--- config.mk ---
export PLATFORM = sky130hd
export DESIGN_NAME = retry_backoff_with_jitter
export DESIGN_NICKNAME = d
export VERILOG_FILES = /design/src/rtl/core/rbj_pkg.sv /design/src/rtl/core/rbj_prng.sv /design/src/rtl/core/rbj_modunit.sv /design/src/rtl/core/retry_backoff_with_jitter.sv
export VERILOG_INCLUDE_DIRS = /design/src /design/src/rtl/core
export SDC_FILE = /design/constraint.sdc
export NUM_CORES = 2
export LEC_CHECK = 0
export BUFFER_PORTS_ARGS = -buffer_cell sky130_fd_sc_hd__buf_4
export CAP_MARGIN = 10
export CORE_MARGIN = 2
export CORE_UTILIZATION = 50
export CTS_BUF_LIST = sky130_fd_sc_hd__clkbuf_8
export DETAILED_ROUTE_END_ITERATION = 8
export PLACE_DENSITY = 0.68
export SETUP_SLACK_MARGIN = 0.02
export SYNTH_ARGS = -nofsm -noshare
export SYNTH_HDL_FRONTEND = slang
export SYNTH_SLANG_ARGS = --single-unit
--- constraint.sdc ---
create_clock -name clk -period 7.75 [get_ports clk]
set_input_delay 0.3875 -clock clk [delete_from_list [all_inputs] [get_ports clk]]
set_output_delay 0.3875 -clock clk [all_outputs]
set_load 0.01 [all_outputs]
--- src/rtl/core/retry_backoff_with_jitter_macros.svh ---
// ----------------------------------------------------------------------------
// Retry backoff assertion macros
// Shared property templates for the retry backoff block and its submodules.
// ----------------------------------------------------------------------------
`ifndef RETRY_BACKOFF_WITH_JITTER_MACROS_SVH
`define RETRY_BACKOFF_WITH_JITTER_MACROS_SVH

// Consequent must hold in the same cycle as the antecedent.
`define RBJ_ASSERT_NOW(label, ante, cons, msg) \
  label: assert property (@(posedge clk) disable iff (rst) (ante) |-> (cons)) \
    else $error(msg);

// Consequent must hold in the cycle after the antecedent.
`define RBJ_ASSERT_NEXT(label, ante, cons, msg) \
  label: assert property (@(posedge clk) disable iff (rst) (ante) |=> (cons)) \
    else $error(msg);

`endif

--- src/rtl/core/rbj_pkg.sv ---
// ----------------------------------------------------------------------------
// rbj_pkg
// Types, widths, codes and reset values shared by the retry backoff block.
// ----------------------------------------------------------------------------
package rbj_pkg;

  localparam int JITTER_FRAC_BITS = 16;

  localparam int WORD_W  = 32;
  localparam int FRAC_W  = 16;
  localparam int DELAY_W = 42;
  localparam int PROD_W  = WORD_W + FRAC_W;
  localparam int SPAN_W  = WORD_W + 1;

  // Doubling stops after this many steps; any nonzero base is past the cap.
  localparam int DOUBLE_MAX = 33;
  localparam int DBL_CNT_W  = $clog2(DOUBLE_MAX + 1);

  // Restoring remainder: one dividend bit per step.
  localparam int MOD_STEPS = WORD_W;
  localparam int MOD_CNT_W = $clog2(MOD_STEPS);

  localparam logic [FRAC_W-1:0] MS_PER_S = FRAC_W'(1000);

  localparam int CFG_IDX_W = 3;
  localparam logic [CFG_IDX_W-1:0] CFG_BASE_DELAY      = 3'd0;
  localparam logic [CFG_IDX_W-1:0] CFG_MAX_DELAY       = 3'd1;
  localparam logic [CFG_IDX_W-1:0] CFG_RETRY_LIMIT     = 3'd2;
  localparam logic [CFG_IDX_W-1:0] CFG_JITTER_FRACTION = 3'd3;
  localparam logic [CFG_IDX_W-1:0] CFG_SEED_START      = 3'd4;

  localparam logic [WORD_W-1:0] BASE_DELAY_RST  = 32'd100;
  localparam logic [WORD_W-1:0] MAX_DELAY_RST   = 32'd30000;
  localparam logic [WORD_W-1:0] RETRY_LIMIT_RST = 32'd5;
  localparam logic [FRAC_W-1:0] JITTER_FRAC_RST = 16'd13107;
  localparam logic [WORD_W-1:0] SEED_START_RST  = 32'd2463534242;

  localparam int REASON_W = 3;
  localparam logic [REASON_W-1:0] REASON_OK        = 3'd0;
  localparam logic [REASON_W-1:0] REASON_NONRETRY  = 3'd1;
  localparam logic [REASON_W-1:0] REASON_EXHAUSTED = 3'd2;
  localparam logic [REASON_W-1:0] REASON_BACKOFF   = 3'd3;
  localparam logic [REASON_W-1:0] REASON_RATELIMIT = 3'd4;

  typedef struct packed {
    logic              start;
    logic [WORD_W-1:0] dividend;
    logic [SPAN_W-1:0] divisor;
  } rbj_mod_req_t;

  typedef struct packed {
    logic              done;
    logic [SPAN_W-1:0] rem;
  } rbj_mod_rsp_t;

  typedef struct packed {
    logic              load;
    logic [WORD_W-1:0] load_value;
    logic              step;
  } rbj_prng_ctrl_t;

endpackage

--- src/rtl/core/rbj_prng.sv ---
// ----------------------------------------------------------------------------
// rbj_prng
// Xorshift32 generator (shifts 13, 17, 5) with a direct seed load.
// ----------------------------------------------------------------------------
module rbj_prng
  import rbj_pkg::*;
(
  input  logic                clk,
  input  logic                rst,
  input  rbj_prng_ctrl_t      ctrl,
  output logic [WORD_W-1:0]   seed
);

  logic [WORD_W-1:0] s1;
  logic [WORD_W-1:0] s2;
  logic [WORD_W-1:0] seed_next;

  always_comb begin
    s1        = seed ^ (seed << 13);
    s2        = s1 ^ (s1 >> 17);
    seed_next = s2 ^ (s2 << 5);
  end

  // A configuration load wins over a step; the two coincide only if seed_start is written while an item is in work.
  always_ff @(posedge clk) begin
    if (rst) begin
      seed <= SEED_START_RST;
    end else if (ctrl.load) begin
      seed <= ctrl.load_value;
    end else if (ctrl.step) begin
      seed <= seed_next;
    end
  end

endmodule

--- src/rtl/core/rbj_modunit.sv ---
// ----------------------------------------------------------------------------
// rbj_modunit
// Restoring remainder unit: one dividend bit per cycle; a new start abandons any item in work.
// ----------------------------------------------------------------------------
`include "retry_backoff_with_jitter_macros.svh"

module rbj_modunit
  import rbj_pkg::*;
(
  input  logic         clk,
  input  logic         rst,
  input  rbj_mod_req_t req,
  output rbj_mod_rsp_t rsp
);

  logic                 busy;
  logic                 done;
  logic [MOD_CNT_W-1:0] cnt;
  logic [WORD_W-1:0]    shreg;
  logic [SPAN_W-1:0]    divisor;
  logic [SPAN_W-1:0]    rem;
  logic [SPAN_W:0]      trial;
  logic [SPAN_W:0]      diff;

  always_comb begin
    trial = {rem, shreg[WORD_W-1]};
    diff  = trial - {1'b0, divisor};
  end

  always_ff @(posedge clk) begin
    if (rst) begin
      busy <= 1'b0;
      done <= 1'b0;
      cnt  <= '0;
    end else begin
      done <= 1'b0;
      if (req.start) begin
        busy    <= 1'b1;
        cnt     <= '0;
        shreg   <= req.dividend;
        divisor <= req.divisor;
        rem     <= '0;
      end else if (busy) begin
        if (trial >= {1'b0, divisor}) begin
          rem <= diff[SPAN_W-1:0];
        end else begin
          rem <= trial[SPAN_W-1:0];
        end
        shreg <= shreg << 1;
        cnt   <= cnt + 1'b1;
        if (cnt == MOD_CNT_W'(MOD_STEPS - 1)) begin
          busy <= 1'b0;
          done <= 1'b1;
        end
      end
    end
  end

  assign rsp.done = done;
  assign rsp.rem  = rem;

  `RBJ_ASSERT_NOW(a_rem_below_divisor, done, rem < divisor, "remainder not below divisor")
  `RBJ_ASSERT_NEXT(a_start_goes_busy, req.start, busy && cnt == '0, "start did not begin work")
  `RBJ_ASSERT_NOW(a_done_not_busy, done, !busy, "done while still busy")

endmodule

--- src/rtl/core/retry_backoff_with_jitter.sv ---
// ----------------------------------------------------------------------------
// retry_backoff_with_jitter
// Retry decision engine: truncated exponential backoff with uniform jitter.
// ----------------------------------------------------------------------------
// Usage: one request item (op, is_ok, can_retry, attempt, server_wait) is
// taken on the in_valid/in_ready channel and yields exactly one decision item
// (do_retry, exhausted, retry_delay, reason) on the out_valid/out_ready channel.
// Configuration is written through cfg_we/cfg_index/cfg_data while idle;
// writing seed_start also reloads the jitter generator.
// Sequence: success, non-retryable and exhausted decisions go from acceptance
// straight to S_DONE. A backoff stays in S_DOUBLE for each doubling (at most
// 33), passes S_JMUL and S_JSAT, and then S_MODGO and S_MOD when the jitter
// spread is nonzero, since the random draw is reduced modulo the span by a
// bit-serial remainder unit. Rate-limit decisions add S_AMUL and S_AMAX for
// the shared multiplier and compare. in_ready is low while an item is in work.
// A finished decision waits in the output register while the next item is
// accepted; a new result is held back until the receiver takes the old one.
// Reset restores the configuration registers to their package defaults, reseeds the
// generator and leaves both channels empty.
// ----------------------------------------------------------------------------
`include "retry_backoff_with_jitter_macros.svh"

module retry_backoff_with_jitter
  import rbj_pkg::*;
(
  input  logic                 clk,
  input  logic                 rst,
  input  logic                 cfg_we,
  input  logic [CFG_IDX_W-1:0] cfg_index,
  input  logic [WORD_W-1:0]    cfg_data,
  input  logic                 in_valid,
  output logic                 in_ready,
  input  logic                 op,
  input  logic                 is_ok,
  input  logic                 can_retry,
  input  logic [WORD_W-1:0]    attempt,
  input  logic [WORD_W-1:0]    server_wait,
  output logic                 out_valid,
  input  logic                 out_ready,
  output logic                 do_retry,
  output logic                 exhausted,
  output logic [DELAY_W-1:0]   retry_delay,
  output logic [REASON_W-1:0]  reason
);

  typedef enum logic [3:0] {
    S_IDLE,
    S_DOUBLE,
    S_JMUL,
    S_JSAT,
    S_MODGO,
    S_MOD,
    S_AMUL,
    S_AMAX,
    S_DONE
  } state_t;

  state_t state;

  logic [WORD_W-1:0] base_delay;
  logic [WORD_W-1:0] max_delay;
  logic [WORD_W-1:0] retry_limit;
  logic [FRAC_W-1:0] jitter_fraction;

  logic                 op_r;
  logic [WORD_W-1:0]    attempt_r;
  logic [WORD_W-1:0]    retry_after_r;
  logic [WORD_W-1:0]    d;
  logic [WORD_W-1:0]    j;
  logic [DBL_CNT_W-1:0] i;
  logic [PROD_W-1:0]    prod;

  logic                res_do_retry;
  logic                res_exhausted;
  logic [DELAY_W-1:0]  res_delay;
  logic [REASON_W-1:0] res_reason;

  logic [WORD_W-1:0] mul_a;
  logic [FRAC_W-1:0] mul_b;
  logic [PROD_W-1:0] mul_p;
  logic              dbl_go;
  logic [WORD_W:0]   dbl;
  logic [PROD_W-1:0] j_full;
  logic [WORD_W-1:0] j_sat;
  logic              spread_on;
  logic [SPAN_W:0]   jit_sum;

  rbj_mod_req_t   mod_req;
  rbj_mod_rsp_t   mod_rsp;
  rbj_prng_ctrl_t prng_ctrl;
  logic [WORD_W-1:0] seed;

  // Shared multiplier: jitter width in S_JMUL, seconds to milliseconds later.
  always_comb begin
    if (state == S_AMUL) begin
      mul_a = retry_after_r;
      mul_b = MS_PER_S;
    end else begin
      mul_a = d;
      mul_b = jitter_fraction;
    end
    mul_p = PROD_W'(mul_a) * PROD_W'(mul_b);
  end

  always_comb begin
    dbl_go = (WORD_W'(i) < attempt_r) && (i <= DBL_CNT_W'(DOUBLE_MAX))
             && (d < max_delay) && (d != '0);
    dbl    = {d, 1'b0};
    j_full = prod >> JITTER_FRAC_BITS;
    j_sat  = (j_full > PROD_W'(d)) ? d : j_full[WORD_W-1:0];
    spread_on = (d != '0) && (j_sat != '0);
    // lo + r mod (2j + 1), where lo = d - j never underflows after saturation.
    jit_sum = SPAN_W'(d - j) + {1'b0, mod_rsp.rem};
  end

  assign in_ready = (state == S_IDLE);

  assign prng_ctrl.load       = cfg_we && (cfg_index == CFG_SEED_START);
  assign prng_ctrl.load_value = cfg_data;
  assign prng_ctrl.step       = (state == S_JSAT) && spread_on;

  assign mod_req.start    = (state == S_MODGO);
  assign mod_req.dividend = seed;
  assign mod_req.divisor  = {j, 1'b1};

  rbj_prng u_prng (
    .clk  (clk),
    .rst  (rst),
    .ctrl (prng_ctrl),
    .seed (seed)
  );

  rbj_modunit u_mod (
    .clk (clk),
    .rst (rst),
    .req (mod_req),
    .rsp (mod_rsp)
  );

  always_ff @(posedge clk) begin
    if (rst) begin
      base_delay      <= BASE_DELAY_RST;
      max_delay       <= MAX_DELAY_RST;
      retry_limit     <= RETRY_LIMIT_RST;
      jitter_fraction <= JITTER_FRAC_RST;
    end else if (cfg_we) begin
      unique case (cfg_index)
        CFG_BASE_DELAY:      base_delay      <= cfg_data;
        CFG_MAX_DELAY:       max_delay       <= cfg_data;
        CFG_RETRY_LIMIT:     retry_limit     <= cfg_data;
        CFG_JITTER_FRACTION: jitter_fraction <= cfg_data[FRAC_W-1:0];
        default: ;
      endcase
    end
  end

  always_ff @(posedge clk) begin
    if (rst) begin
      state     <= S_IDLE;
      out_valid <= 1'b0;
    end else begin
      if (state == S_DONE && (!out_valid || out_ready)) begin
        out_valid <= 1'b1;
      end else if (out_ready) begin
        out_valid <= 1'b0;
      end
      unique case (state)
        S_IDLE: begin
          if (in_valid) begin
            op_r          <= op;
            attempt_r     <= attempt;
            retry_after_r <= server_wait;
            res_do_retry  <= 1'b0;
            res_exhausted <= 1'b0;
            res_delay     <= '0;
            priority if (!op && is_ok) begin
              res_reason <= REASON_OK;
              state      <= S_DONE;
            end else if (!op && !can_retry) begin
              res_exhausted <= 1'b1;
              res_reason    <= REASON_NONRETRY;
              state         <= S_DONE;
            end else if (attempt >= retry_limit) begin
              res_exhausted <= 1'b1;
              res_reason    <= REASON_EXHAUSTED;
              state         <= S_DONE;
            end else begin
              res_do_retry <= 1'b1;
              res_reason   <= op ? REASON_RATELIMIT : REASON_BACKOFF;
              // Starting at min(base, cap) makes the final cap implicit.
              d            <= (base_delay < max_delay) ? base_delay : max_delay;
              i            <= DBL_CNT_W'(1);
              state        <= S_DOUBLE;
            end
          end
        end
        S_DOUBLE: begin
          if (dbl_go) begin
            d <= (dbl > {1'b0, max_delay}) ? max_delay : dbl[WORD_W-1:0];
            i <= i + 1'b1;
          end else begin
            state <= S_JMUL;
          end
        end
        S_JMUL: begin
          prod  <= mul_p;
          state <= S_JSAT;
        end
        S_JSAT: begin
          j <= j_sat;
          if (spread_on) begin
            state <= S_MODGO;
          end else begin
            res_delay <= DELAY_W'(d);
            state     <= op_r ? S_AMUL : S_DONE;
          end
        end
        S_MODGO: begin
          state <= S_MOD;
        end
        S_MOD: begin
          if (mod_rsp.done) begin
            res_delay <= DELAY_W'(jit_sum);
            state     <= op_r ? S_AMUL : S_DONE;
          end
        end
        S_AMUL: begin
          prod  <= mul_p;
          state <= S_AMAX;
        end
        S_AMAX: begin
          if (prod[DELAY_W-1:0] > res_delay) begin
            res_delay <= prod[DELAY_W-1:0];
          end
          state <= S_DONE;
        end
        S_DONE: begin
          if (!out_valid || out_ready) begin
            do_retry    <= res_do_retry;
            exhausted   <= res_exhausted;
            retry_delay <= res_delay;
            reason      <= res_reason;
            state       <= S_IDLE;
          end
        end
        default: state <= S_IDLE;
      endcase
    end
  end

  `RBJ_ASSERT_NOW(a_no_retry_no_delay, out_valid && !do_retry, retry_delay == '0, "delay without retry")
  `RBJ_ASSERT_NOW(a_exhausted_reason, out_valid && exhausted,
    reason == REASON_EXHAUSTED || reason == REASON_NONRETRY, "exhausted with wrong reason")
  `RBJ_ASSERT_NOW(a_retry_xor_exhausted, out_valid, !(do_retry && exhausted), "retry and exhausted")
  `RBJ_ASSERT_NEXT(a_busy_after_accept, in_valid && in_ready, !in_ready, "ready right after accept")

endmodule
==> results by group <==
STA
  • Pins Over Slew Limit: 0
  • Max frequency: approximately 0.13 GHz
  • Final worst path period share: 0.957
  • Max_slew headroom: 0.166
  • Setup TNS: 0 ns
  • Worst-Margin Slew: about 1.3 ns
  • Final Setup Violations: 0
  • RSZ-0062 raised after global routing: false
  • Final hold vios: 0
  • Final setup margin: about 0.34 ns
  • Worst clock skew: 0.0840 ns
  • WHS: around 0.055 ns
  • Fin crit period: between 7 and 8 ns

Route
  • Residual DRC count: 0
  • Via count: approximately 38000
  • Post-DRT Antenna Nets: 0
  • DR vias/cell: 5.73
  • Detailed Route WL: 149 mm
  • Drt wl/cell: 22.5 um
  • DRT Pass-1 Iters: 6
  • Initial DRC count: between 3000 and 4000

Logic synthesis
  • Synth area leaders: edfxtp_1 24%, fa_1 18%, ha_1 11%
  • Post-synth EDFFs: 374
  • Yosys cell types: 79
  • Avg Synthesized Cell Area: approximately 9.5 um^2
  • Ys async rst share: 0
  • Cells after synthesis: 4953
  • Sequential fraction of the synthesis area: 0.307
  • Net Count, Synth: 5908
  • Top FF cell, synth: edfxtp_1
  • Synth Register Bits: 530
  • Area of the mapped netlist: ~47000 um^2
  • Top cell type's share of synthesized area: 0.240
  • Cell taking the most area after synthesis: edfxtp_1
  • Synth Warn #: 0

Clock tree
  • Post CTS Setup Buffer Count: 0
  • Clock latency on the worst-skew pair: 0.83 ns
  • CTS buffer count: 96
  • CTS clk-pin slew, worst paths: about 0.060 ns
  • CTS tree: yes
  • CTS H-tree depth: 3
  • Max clock buf depth: 3
  • CTS root buffer: clkbuf_8
  • CTS Sinks: 530

Floorplan
  • CORE AREA: ~93000 um^2
  • Die area: between 90000 and 100000 um^2
  • Rows: around 110
  • Initial Util: 0.503
  • Top-Level Pins: around 160
  • Die X: approximately 310 um
  • Die Ht: ~310 um

Critical path
  • Worst path max stage delay: about 0.54 ns
  • FF-to-FF Start: state[3]
  • Crit path max fanout: 21
  • Critical Path Source: state[3]
  • Worst Path Arrival: approximately 8 ns
  • CP required: 8.32 ns
  • WP buf/inv: 9
  • Critical path's slowest cell: fa_1
  • Crit path max-delay family: adder cells
  • Cell mode on critical path: fa_1
  • Crit path kind: reg -> reg
  • Worst Setup End Kind: flip-flop
  • Crit start category: flip-flop

Finish
  • Most frequent cells in the layout: 752 x inv_1, 678 x nand2_1, 427 x ha_1
  • Fin cells: roughly 6600
  • Layout cells sized above 1: 0.109
  • Commonest non-fill, non-tap cell in the layout: inv_1
  • Synth-to-Final Area Change: 13.7%
  • Number of nets in the layout: 6232

Global route
  • Initial antenna violation count: 9
  • Largest net degree at the start of global routing: 75
  • GRT overflow: 0
  • Global-route wire length before repair: 227 mm
  • Vias in the first global route: 37600
  • Total track usage: 0.315

Placement
  • Dpl cells: ~6300
  • Placement Setup Slack: between 0.2 and 0.3 ns
  • Post-DP HPWL: about 110 mm
  • Placer Congestion: between 1 and 1.5
  • Number of port buffers: roughly 160

Status
  • Status: finished clean

Power
  • Combinational fraction of design power: 0.643
  • Clock Power Share: 0.147
  • Power Dens Cells: roughly 340 nW/um^2
  • Sw frac: 0.441
  • Cell leakage power: between 0.02 and 0.025 uW
  • Internal Power: 10200 uW
  • Sw power: 8060 uW
  • Part of the power in registers: 0.209
  • Max rail drop VDD: 0.000711 V
  • Total power draw: between 15000 and 20000 uW

Worst hold path
  • HP Class: in -> reg
  • Worst Hold Launch: rst

Run
  • Max-cap violations: 0
[what timing repair did]
action,CTS,global route
hold buffers,100,0
hold endpoints to repair,212,0
resized for setup,0,6
setup endpoints to repair,0,9
[logic make-up (layout without fill, tap and decap cells)]
group,Yosys count,in the layout,share of synthesized area
xor+xnor,211,211,0.0395
other cells,0,7,0
simple gates,1465,1465,0.144
mux,101,101,0.0233
compound gates,857,857,0.116
flops,530,530,0.307
fa+ha+maj,848,848,0.294
buf+inv,941,1343,0.0762
[power groups by stage]
stage,Sequential [uW],Clock [uW],Combinational (uW)
after floorplan,3820,0,7740
after global placement,3870,0,11500
after detailed placement,3870,0,11600
after CTS,3810,2730,11700
after global routing,3830,2840,13100
final,3820,2690,11800
[worst reg2reg max path, delay by kind of cell (launching register included)]
kind,cells,cell delay [ns]
compound gates,7,1.27
xor+xnor,1,0.09
fa+ha+maj,7,3.31
buf+inv,9,1.00
flops,1,0.32
mux,1,0.24
simple gates,5,0.93
[routing by layer]
| layer | GRT usage | wire length, um | share of wire |
|---|---|---|---|
| met5 | 0 | 13 | 0.000087 |
| met4 | 0.183 | 10000 | 0.068 |
| met3 | 0.0578 | 13500 | 0.091 |
| met2 | 0.496 | 66600 | 0.45 |
| met1 | 0.409 | 58500 | 0.39 |
[per-stage QoR]
| stage | util | instance area, um^2 |
|---|---|---|
| floorplan | - | 46800 |
| global placement | 0.540 | 50300 |
| detailed placement | 0.540 | 50300 |
| CTS | 0.571 | 53200 |
| global route | 0.572 | 53200 |
| finish | 0.572 | 53200 |
[layout make-up]
type	count	area, um^2
Fill cell	8239	39800
Tap cell	1254	1570
Timing Repair Buffer	446	3670
Clock buffer	105	1450
Clock inverter	71	452
Sequential cell	530	14400
Antenna cell	7	17.5
Inverter	721	2710
Multi-Input combinational cell	3482	29000
[Yosys cell counts (8+ instances only)]
| library cell | number |
|---|---|
| nand2b_1 | 42 |
| a21oi_1 | 295 |
| a211oi_1 | 28 |
| buf_2 | 9 |
| xor2_1 | 99 |
| a21o_1 | 122 |
| clkbuf_1 | 202 |
| and2_1 | 32 |
| dfxtp_1 | 156 |
| nor2_1 | 279 |
| o22ai_1 | 8 |
| a22oi_1 | 19 |
| o31ai_1 | 9 |
| a211o_1 | 10 |
| xnor2_1 | 112 |
| nand4_1 | 59 |
| nand3_1 | 41 |
| nor4_1 | 32 |
| o211ai_1 | 11 |
| mux2i_1 | 38 |
| a31oi_1 | 15 |
| edfxtp_1 | 374 |
| o21a_1 | 31 |
| a2111oi_0 | 9 |
| a221o_1 | 33 |
| ha_1 | 427 |
| mux2_2 | 63 |
| nor3_1 | 33 |
| and3_1 | 176 |
| inv_1 | 721 |
| or2_2 | 12 |
| nand3b_1 | 17 |
| fa_1 | 421 |
| nor2b_1 | 32 |
| nand2_1 | 678 |
| o21bai_1 | 16 |
| o21ai_0 | 178 |
[flip-flops by register name, indices dropped and copies added (netlist names), 3 cells and up]
name	count
u_prng.seed	32
d	32
u_mod.cnt	5
prod	48
attempt_r	32
max_delay	32
res_reason	3
jitter_fraction	16
res_delay	42
retry_after_r	32
i	6
base_delay	32
reason	3
u_mod.rem	33
u_mod.divisor	32
state	4
u_mod.shreg	32
retry_delay	42
j	32
retry_limit	32
[path summary, 6_finish.rpt]
kind / cells past startpoint / slack [ns] / end
max: 30 / 0.34 / prod[44]
min: 2 / 0.06 / state[2]
max reg2reg: 30 / 0.34 / prod[44]
min reg2reg: 0 / 0.42 / reason[1]
Power figures use the tool's default switching activity.
